## config.mk

```make
export PLATFORM = sky130hd
export DESIGN_NAME = drive_reply_vx_px_field_parser
export DESIGN_NICKNAME = d
export VERILOG_FILES = /design/src/rtl/core/drvfp_pkg.sv /design/src/rtl/core/drive_reply_vx_px_field_parser.sv
export SDC_FILE = /design/constraint.sdc
export NUM_CORES = 1
export LEC_CHECK = 0
export BUFFER_PORTS_ARGS = -buffer_cell sky130_fd_sc_hd__buf_4
export CORE_UTILIZATION = 45
export DETAILED_ROUTE_END_ITERATION = 10
export SLEW_MARGIN = 20
export SYNTH_ARGS = -nofsm -noshare
export SYNTH_HDL_FRONTEND = slang
export SYNTH_SLANG_ARGS = --single-unit
```

## constraint.sdc

```tcl
create_clock -name clock -period 3.8 [get_ports clock]
set_clock_uncertainty 0.05 [all_clocks]
set_input_delay 0.38 -clock clock [delete_from_list [all_inputs] [get_ports clock]]
set_output_delay 0.38 -clock clock [all_outputs]
set_load 0.01 [all_outputs]
```

## src/rtl/core/drvfp_pkg.sv

```systemverilog
// Shared types and constants of the drive reply VX/PX field parser.
// Character codes, header limits and field slot flag type.
// Depends on nothing.
`timescale 1ns / 1ps
`default_nettype none

package drvfp_pkg;

   localparam logic [7:0] CH_V     = 8'h56;
   localparam logic [7:0] CH_X     = 8'h58;
   localparam logic [7:0] CH_P     = 8'h50;
   localparam logic [7:0] CH_SEMI  = 8'h3B;
   localparam logic [7:0] CH_MINUS = 8'h2D;
   localparam logic [7:0] CH_ZERO  = 8'h30;
   localparam logic [7:0] CH_NINE  = 8'h39;

   localparam logic [1:0] MAX_HEADERS = 2'd2;

   localparam int unsigned MAX_FIELD_CHARS_DEFAULT = 31;

   localparam int unsigned NUM_SLOTS = 2;

   typedef enum logic [1:0] {
      LETTER_NONE,
      LETTER_V,
      LETTER_P
   } letter_type;

   typedef enum logic {
      KIND_VX,
      KIND_PX
   } kind_type;

   typedef struct packed {
      logic     active;
      kind_type kind;
      logic     skip_pending;
      logic     bad;
      logic     negative;
      logic     stopped;
   } slot_flags_type;

endpackage

`default_nettype wire

```

## src/rtl/core/drive_reply_vx_px_field_parser.sv

```systemverilog
// Top level of the drive reply VX/PX field parser.
// Input register, per-byte parse logic, two field slots and result register.
// Depends on drvfp_pkg.
`timescale 1ns / 1ps
`default_nettype none

// Takes one byte of a motor drive's serial reply per request and returns exactly one
// result per byte. Within a poll frame (closed by a byte with frame_end set) the first
// two "VX" or "PX" headers each open a field after one skipped byte; the field runs to
// ';'. A field made only of digits and '-', at most MAX_FIELD_CHARS long, is converted
// (optional leading '-', digits up to the next '-', wrapping at 32 bits) and stored:
// VX into the 16-bit velocity reading (low bits), PX into the 32-bit position reading.
// Rate: one request per cycle while the receiver does not stall; a request's result
// passes the input register, then the result register. The per-byte path is one
// multiply-by-ten add per slot in parallel plus the store selection. The stored
// readings reset to zero; frame tracking returns to its reset state after every frame.
module drive_reply_vx_px_field_parser #(
   parameter int unsigned MAX_FIELD_CHARS = drvfp_pkg::MAX_FIELD_CHARS_DEFAULT
) (
   input  wire                clock,
   input  wire                reset,
   input  wire                req_valid,
   output logic               req_stall,
   input  wire  [7:0]         req_rx_byte,
   input  wire                req_frame_end,
   output logic               rsp_valid,
   input  wire                rsp_stall,
   output logic               rsp_vel_closed,
   output logic               rsp_vel_accepted,
   output logic               rsp_pos_closed,
   output logic               rsp_pos_accepted,
   output logic signed [15:0] rsp_velocity_out,
   output logic signed [31:0] rsp_position_out
);

   localparam int unsigned CNT_W = $clog2(MAX_FIELD_CHARS + 1);
   localparam logic [CNT_W-1:0] MAX_CNT = CNT_W'(MAX_FIELD_CHARS);
   localparam int unsigned SLOTS = drvfp_pkg::NUM_SLOTS;

   // Input register.
   logic       in_valid_ff;
   logic [7:0] in_byte_ff;
   logic       in_end_ff;

   // Result register (flags only; the readings are the state registers themselves).
   logic rsp_valid_ff;
   logic vel_closed_ff, vel_ok_ff, pos_closed_ff, pos_ok_ff;

   // Parse state.
   logic [15:0]              vel_ff, vel_in;
   logic [31:0]              pos_ff, pos_in;
   drvfp_pkg::letter_type    prev_ff, prev_in;
   logic [1:0]               taken_ff, taken_in;
   drvfp_pkg::slot_flags_type flags_ff [SLOTS];
   drvfp_pkg::slot_flags_type flags_in [SLOTS];
   logic [CNT_W-1:0]         cnt_ff [SLOTS];
   logic [CNT_W-1:0]         cnt_in [SLOTS];
   logic [31:0]              acc_ff [SLOTS];
   logic [31:0]              acc_in [SLOTS];

   // Per-slot outcome of the current byte.
   drvfp_pkg::slot_flags_type fed_flags [SLOTS];
   logic [CNT_W-1:0]         fed_cnt [SLOTS];
   logic [31:0]              fed_acc [SLOTS];
   logic [SLOTS-1:0]         slot_closed;
   logic [SLOTS-1:0]         slot_ok;
   logic [31:0]              slot_val [SLOTS];

   logic advance;
   logic out_free;
   logic is_digit;
   logic hdr_hit;
   logic vel_closed_in, vel_ok_in, pos_closed_in, pos_ok_in;

   // Advance the input stage whenever the result register is empty or being drained.
   assign out_free  = !rsp_valid_ff || !rsp_stall;
   assign advance   = in_valid_ff && out_free;
   assign req_stall = in_valid_ff && !out_free;

   assign is_digit = (in_byte_ff >= drvfp_pkg::CH_ZERO) && (in_byte_ff <= drvfp_pkg::CH_NINE);

   // Feed the byte to both open slots; they work independently.
   always_comb begin
      for (int i = 0; i < SLOTS; i++) begin
         fed_flags[i]   = flags_ff[i];
         fed_cnt[i]     = cnt_ff[i];
         fed_acc[i]     = acc_ff[i];
         slot_closed[i] = 1'b0;
         slot_ok[i]     = 1'b0;
         slot_val[i]    = flags_ff[i].negative ? (~acc_ff[i] + 32'd1) : acc_ff[i];
         if (flags_ff[i].active) begin
            if (flags_ff[i].skip_pending) begin
               // Drop the byte right after the header untested.
               fed_flags[i].skip_pending = 1'b0;
            end else if (in_byte_ff == drvfp_pkg::CH_SEMI) begin
               slot_closed[i] = 1'b1;
               slot_ok[i]     = !flags_ff[i].bad;
               fed_flags[i]   = '0;
               fed_cnt[i]     = '0;
               fed_acc[i]     = '0;
            end else begin
               if (cnt_ff[i] >= MAX_CNT) begin
                  fed_flags[i].bad = 1'b1;
               end else begin
                  fed_cnt[i] = cnt_ff[i] + CNT_W'(1);
               end
               if (in_byte_ff == drvfp_pkg::CH_MINUS) begin
                  if (cnt_ff[i] == '0) begin
                     fed_flags[i].negative = 1'b1;
                  end else begin
                     fed_flags[i].stopped = 1'b1;
                  end
               end else if (is_digit) begin
                  if (!flags_ff[i].stopped) begin
                     fed_acc[i] = (acc_ff[i] << 3) + (acc_ff[i] << 1)
                                + {28'd0, in_byte_ff[3:0]};
                  end
               end else begin
                  fed_flags[i].bad = 1'b1;
               end
            end
         end
      end
   end

   // Combine slots, open new fields, track headers and close the frame.
   always_comb begin
      vel_closed_in = 1'b0;
      vel_ok_in     = 1'b0;
      pos_closed_in = 1'b0;
      pos_ok_in     = 1'b0;
      vel_in        = vel_ff;
      pos_in        = pos_ff;
      // Older slot first, so a later accepted field of the same kind wins.
      for (int i = 0; i < SLOTS; i++) begin
         if (flags_ff[i].kind == drvfp_pkg::KIND_VX) begin
            vel_closed_in = vel_closed_in | slot_closed[i];
            vel_ok_in     = vel_ok_in | slot_ok[i];
            if (slot_ok[i]) begin
               vel_in = slot_val[i][15:0];
            end
         end else begin
            pos_closed_in = pos_closed_in | slot_closed[i];
            pos_ok_in     = pos_ok_in | slot_ok[i];
            if (slot_ok[i]) begin
               pos_in = slot_val[i];
            end
         end
      end

      for (int i = 0; i < SLOTS; i++) begin
         flags_in[i] = fed_flags[i];
         cnt_in[i]   = fed_cnt[i];
         acc_in[i]   = fed_acc[i];
      end

      hdr_hit  = (in_byte_ff == drvfp_pkg::CH_X) && (prev_ff != drvfp_pkg::LETTER_NONE)
               && (taken_ff < drvfp_pkg::MAX_HEADERS);
      taken_in = taken_ff;
      if (hdr_hit) begin
         flags_in[taken_ff[0]]              = '0;
         flags_in[taken_ff[0]].active       = 1'b1;
         flags_in[taken_ff[0]].kind         = (prev_ff == drvfp_pkg::LETTER_V)
                                            ? drvfp_pkg::KIND_VX : drvfp_pkg::KIND_PX;
         flags_in[taken_ff[0]].skip_pending = 1'b1;
         cnt_in[taken_ff[0]]                = '0;
         acc_in[taken_ff[0]]                = '0;
         taken_in                           = taken_ff + 2'd1;
      end

      priority if (in_byte_ff == drvfp_pkg::CH_V) begin
         prev_in = drvfp_pkg::LETTER_V;
      end else if (in_byte_ff == drvfp_pkg::CH_P) begin
         prev_in = drvfp_pkg::LETTER_P;
      end else begin
         prev_in = drvfp_pkg::LETTER_NONE;
      end

      // Frame end: drop open fields and header tracking, keep the readings.
      if (in_end_ff) begin
         prev_in  = drvfp_pkg::LETTER_NONE;
         taken_in = '0;
         for (int i = 0; i < SLOTS; i++) begin
            flags_in[i] = '0;
            cnt_in[i]   = '0;
            acc_in[i]   = '0;
         end
      end
   end

   // Control and state registers.
   always_ff @(posedge clock) begin
      if (reset) begin
         in_valid_ff  <= 1'b0;
         rsp_valid_ff <= 1'b0;
         vel_ff       <= '0;
         pos_ff       <= '0;
         prev_ff      <= drvfp_pkg::LETTER_NONE;
         taken_ff     <= '0;
         for (int i = 0; i < SLOTS; i++) begin
            flags_ff[i] <= '0;
            cnt_ff[i]   <= '0;
            acc_ff[i]   <= '0;
         end
      end else begin
         if (!req_stall) begin
            in_valid_ff <= req_valid;
         end
         if (out_free) begin
            rsp_valid_ff <= in_valid_ff;
         end
         if (advance) begin
            vel_ff   <= vel_in;
            pos_ff   <= pos_in;
            prev_ff  <= prev_in;
            taken_ff <= taken_in;
            for (int i = 0; i < SLOTS; i++) begin
               flags_ff[i] <= flags_in[i];
               cnt_ff[i]   <= cnt_in[i];
               acc_ff[i]   <= acc_in[i];
            end
         end
      end
   end

   // Payload registers: hold while stalled.
   always_ff @(posedge clock) begin
      if (req_valid && !req_stall) begin
         in_byte_ff <= req_rx_byte;
         in_end_ff  <= req_frame_end;
      end
      if (advance) begin
         vel_closed_ff <= vel_closed_in;
         vel_ok_ff     <= vel_ok_in;
         pos_closed_ff <= pos_closed_in;
         pos_ok_ff     <= pos_ok_in;
      end
   end

   // The readings change only when a new result loads, so they double as its payload.
   assign rsp_valid        = rsp_valid_ff;
   assign rsp_vel_closed   = vel_closed_ff;
   assign rsp_vel_accepted = vel_ok_ff;
   assign rsp_pos_closed   = pos_closed_ff;
   assign rsp_pos_accepted = pos_ok_ff;
   assign rsp_velocity_out = $signed(vel_ff);
   assign rsp_position_out = $signed(pos_ff);

`ifndef SYNTHESIS
   a_accept_needs_close: assert property (@(posedge clock) disable iff (reset)
      rsp_valid_ff |-> ((!vel_ok_ff || vel_closed_ff) && (!pos_ok_ff || pos_closed_ff)))
      else $error("accepted flag without a closed field");

   a_header_limit: assert property (@(posedge clock) disable iff (reset)
      taken_ff <= drvfp_pkg::MAX_HEADERS)
      else $error("more headers taken than allowed");

   a_frame_end_clears: assert property (@(posedge clock) disable iff (reset)
      (advance && in_end_ff) |=> (taken_ff == '0 && !flags_ff[0].active
                                  && !flags_ff[1].active))
      else $error("frame state not cleared at frame end");

   a_reading_hold: assert property (@(posedge clock) disable iff (reset)
      !advance |=> ($stable(vel_ff) && $stable(pos_ff)))
      else $error("reading changed without a request");
`endif

endmodule

`default_nettype wire

```

==> impl_metrics.py <==
metrics = {
    "logic_synthesis": {
        "synthTopCellsByArea": "edfxtp_1, ha_1, dfxtp_1, xnor2_1, nor2_1",
        "netlist_instances": 1336,
        "synth_top_cell_by_area": "edfxtp_1",
        "yosys_warnings": 0,
        "yosys.area.top_type_share": 0.250,
        "synth_edf_count": 99,
        "async_flop_share": 0,
        "syn_avg_cell_area_um2": 8.89,
        "synth.distinct_cells": 66,
        "synth_area_um2": 11900,
        "ys_ff_latch": 153,
        "synth_common_cells": "nor2_1, ha_1, nand2_1",
        "synthesis.nets": 1477,
        "synthFlopType": "edfxtp_1",
        "ys_seq_area_frac": 0.341,
        "synth.most_common_cell": "nor2_1",
    },
    "global_routing": {
        "grt_max_degree": 55,
        "grt_pass1_wl_um": 53100,
        "use_met1": 0.356,
        "grt_most_used_layer": "met2",
        "gr-usage-all-layers": 0.252,
        "gr-total-overflow": 0,
        "met2_usage": 0.406,
        "grt_use_met3": 0.0254,
        "grt_antenna_before_repair": 0,
        "first_global_vias": 9944,
    },
    "power_and_ir_drop": {
        "pwr-share-seq": 0.425,
        "switchingPower_w": 0.00144,
        "p_clk_frac": 0.376,
        "switching_share": 0.314,
        "p_total_w": 0.00458,
        "peakVddDrop_mv": 0.239,
        "internal_power_w": 0.00314,
        "comb_power_share": 0.199,
        "p_per_area_nw_per_um2": 336,
        "power_leakage_nw": 5.70,
    },
    "clock_tree": {
        "cts_sinks": 153,
        "cts.path.max_buffers": 2,
        "cts_hold_buf": 0,
        "cts_tree": "done",
        "cts_made_buffers": 17,
        "clk_pin_slew_ps": 80,
        "h-tree-depth": 4,
        "cts-root-buf": "clkbuf_16",
        "worstSkewPairLatency_ps": 440,
    },
    "routing": {
        "drt_drc_violations_left": 2,
        "wl_um": 33500,
        "drt_first_pass_iters": 8,
        "drtIter0Drc": 883,
        "vias": 10600,
        "routed_via_density": 5.98,
        "wl_per_cell_um": 19.0,
        "ant_nets": 0,
    },
    "sta": {
        "fin_crit_ps": 3630,
        "clock.fmax_ghz": 0.276,
        "finalCritPeriodShare": 0.955,
        "totalNegativeSetupSlack_ps": 0,
        "finalHoldViolations": 0,
        "slew_headroom": 0.309,
        "tightestPinTransition_ps": 1040,
        "drv_slew": 0,
        "holdWs_ps": 62.6,
        "setup_viol": 0,
    },
    "critical_path": {
        "reg2reg_depth": 14,
        "crit_type": "reg2reg",
        "worstSetupStartpoint": "in_byte_ff[3]$_DFFE_PP_",
        "endpoint": "acc_ff[0][18]$_SDFFCE_PP0P_",
        "r2r_start": "in_byte_ff[3]$_DFFE_PP_",
        "arrival_ps": 3730,
        "critPathMaxFanout": 3,
        "cpMaxStageDelayCell": "fa_1",
        "path_cells": "inv_1 -> buf_4 -> fa_1 -> inv_1 -> fa_1 -> a21oi_1 -> o21ai_0 -> a21oi_1 -> o221ai_2 -> a21oi_1 -> o21a_1 -> o21ai_0 -> xnor2_1 -> o21ai_0",
        "endpoint_kind": "register",
        "reg2reg_slack_ps": 170,
        "cp-start-kind": "register",
        "slowest_delay_ps": 530,
        "required_ps": 3900,
        "r2r_end": "acc_ff[0][18]$_SDFFCE_PP0P_",
    },
    "floorplanning": {
        "ios": 67,
        "rows": 59,
        "core_um2": 26000,
        "initial_core_util": 0.457,
        "dieHeight_um": 164,
        "die_area_um2": 27100,
        "dieWidth_um": 164,
    },
    "layout": {
        "area_delta_synth_final_pct": 14.7,
        "nNetsFinal": 1560,
        "diodes": 0,
        "layout-drive-gt1-share": 0.126,
        "fin_cells": 1767,
    },
    "place": {
        "place.detailed.hpwl_um": 25400,
        "portBuffers": 66,
        "placedCellCount": 1731,
        "gp_congestion": 0.898,
    },
    "hold_path": {
        "hp-class": "in2reg",
    },
    "run_status": {
        "outcome": "finished, violations left",
        "violations": "DRC",
    },
    "run": {
        "cap_violations": 0,
    },
}
cell usage in the layout (no fill, tap or decap), types with 5 or more instances in the layout:
cell,n
a2111oi_0,5
a211oi_1,18
a21o_1,44
a21oi_1,91
a221oi_1,8
a22o_1,14
a22oi_1,29
a31oi_1,12
and2_1,8
and3_1,12
buf_4,119
clkbuf_16,17
dfxtp_1,54
edfxtp_1,99
ha_1,124
inv_1,41
inv_6,8
mux2i_1,8
nand2_1,116
nand2b_1,12
nand3_1,23
nand4_1,11
nor2_1,141
nor2b_1,11
nor3_1,33
nor4_1,9
o211ai_1,10
o21ai_0,85
o21bai_1,12
o22ai_1,19
o31ai_1,18
o41ai_1,10
or2_2,6
or3_1,7
or4_1,9
or4_4,5
xnor2_1,68
xor2_1,52
per-layer routing:
metal | share of wire | wire length [µm] | vias up
met5 | 0 | 0 | -
met4 | 0.021 | 704 | 0
met3 | 0.040 | 1330 | 48
met2 | 0.46 | 15500 | 254
met1 | 0.48 | 16000 | 5114
li1 | - | - | 5159
logic make-up (layout without fill, tap and decap cells):
family                   Yosys count  after routing  synth area share
AND/OR/NAND/NOR                  416            416             0.166
adder cells (fa/ha/maj)          128            128             0.137
flip-flops                       153            153             0.341
AO/OA/AOI/OAI                    413            413             0.229
multiplexers                       8              8           0.00674
buffers and inverters             98            194            0.0314
XOR/XNOR                         120            120            0.0885
flip-flops by register name, indices dropped and copies added (netlist names), 2 cells and up:
name / count
taken_ff: 2
acc_ff: 64
flags_ff: 12
rsp_position_out: 32
rsp_velocity_out: 16
prev_ff: 2
in_byte_ff: 8
cnt_ff: 10
how the worst min path moves through the flow:
stage                                      start                                end  slack [ps]  depth (start not counted)
3_5_place_dp   rsp_position_out[25]$_SDFFE_PP0P_  rsp_position_out[25]$_SDFFE_PP0P_         400                          2
2_1_floorplan           in_valid_ff$_SDFFE_PP0N_             rsp_valid$_SDFFE_PP0N_         400                          2
4_1_cts                           req_rx_byte[5]            in_byte_ff[5]$_DFFE_PP_          50                          1
6_report                          req_rx_byte[3]            in_byte_ff[3]$_DFFE_PP_          60                          1
5_1_grt                           req_rx_byte[5]            in_byte_ff[5]$_DFFE_PP_          50                          1
3_3_place_gp   rsp_position_out[25]$_SDFFE_PP0P_  rsp_position_out[25]$_SDFFE_PP0P_         400                          2
cell type report:
class	instances	area [µm²]
timing repair buffer	120	913
multi-input combinational	1085	7500
inverter	42	159
fill	2457	12400
sequential	153	4050
tap	335	419
clock inverter	15	153
clock buffer	17	425
stage by stage:
step	area, µm²	worst slack [ps]	utilization
CTS	13600	57.9	0.522
global route	13600	-3.88	0.524
floorplan	11900	350	-
detailed placement	13000	-21.9	0.500
finish	13600	173	0.524
global placement	13000	-41.9	0.499
power groups by stage:
stage | logic, W | registers (W) | clock network (W)
2_1_floorplan | 0.000655 | 0.00195 | 0
3_3_place_gp | 0.000880 | 0.00198 | 0
3_5_place_dp | 0.000884 | 0.00198 | 0
4_1_cts | 0.000893 | 0.00195 | 0.00174
5_1_grt | 0.00101 | 0.00196 | 0.00180
6_report | 0.000908 | 0.00195 | 0.00172
critical path: cells and delay by family, from the launching register on:
kind	cells	cell delay [ps]
buf+inv	3	310
compound gates	8	1440
fa+ha+maj	2	980
flops	1	360
xor+xnor	1	200
what timing repair did:
action / 4_1_cts / 5_1_grt
endpoints found under the setup margin: 5 / 12
buffers inserted: 1 / 3
gates cloned: 0 / 0
resized for setup: 1 / 10
pin swaps: 1 / 2
endpoints found under the hold margin: 0 / 0
No activity file was read; power rests on OpenSTA's default activity.
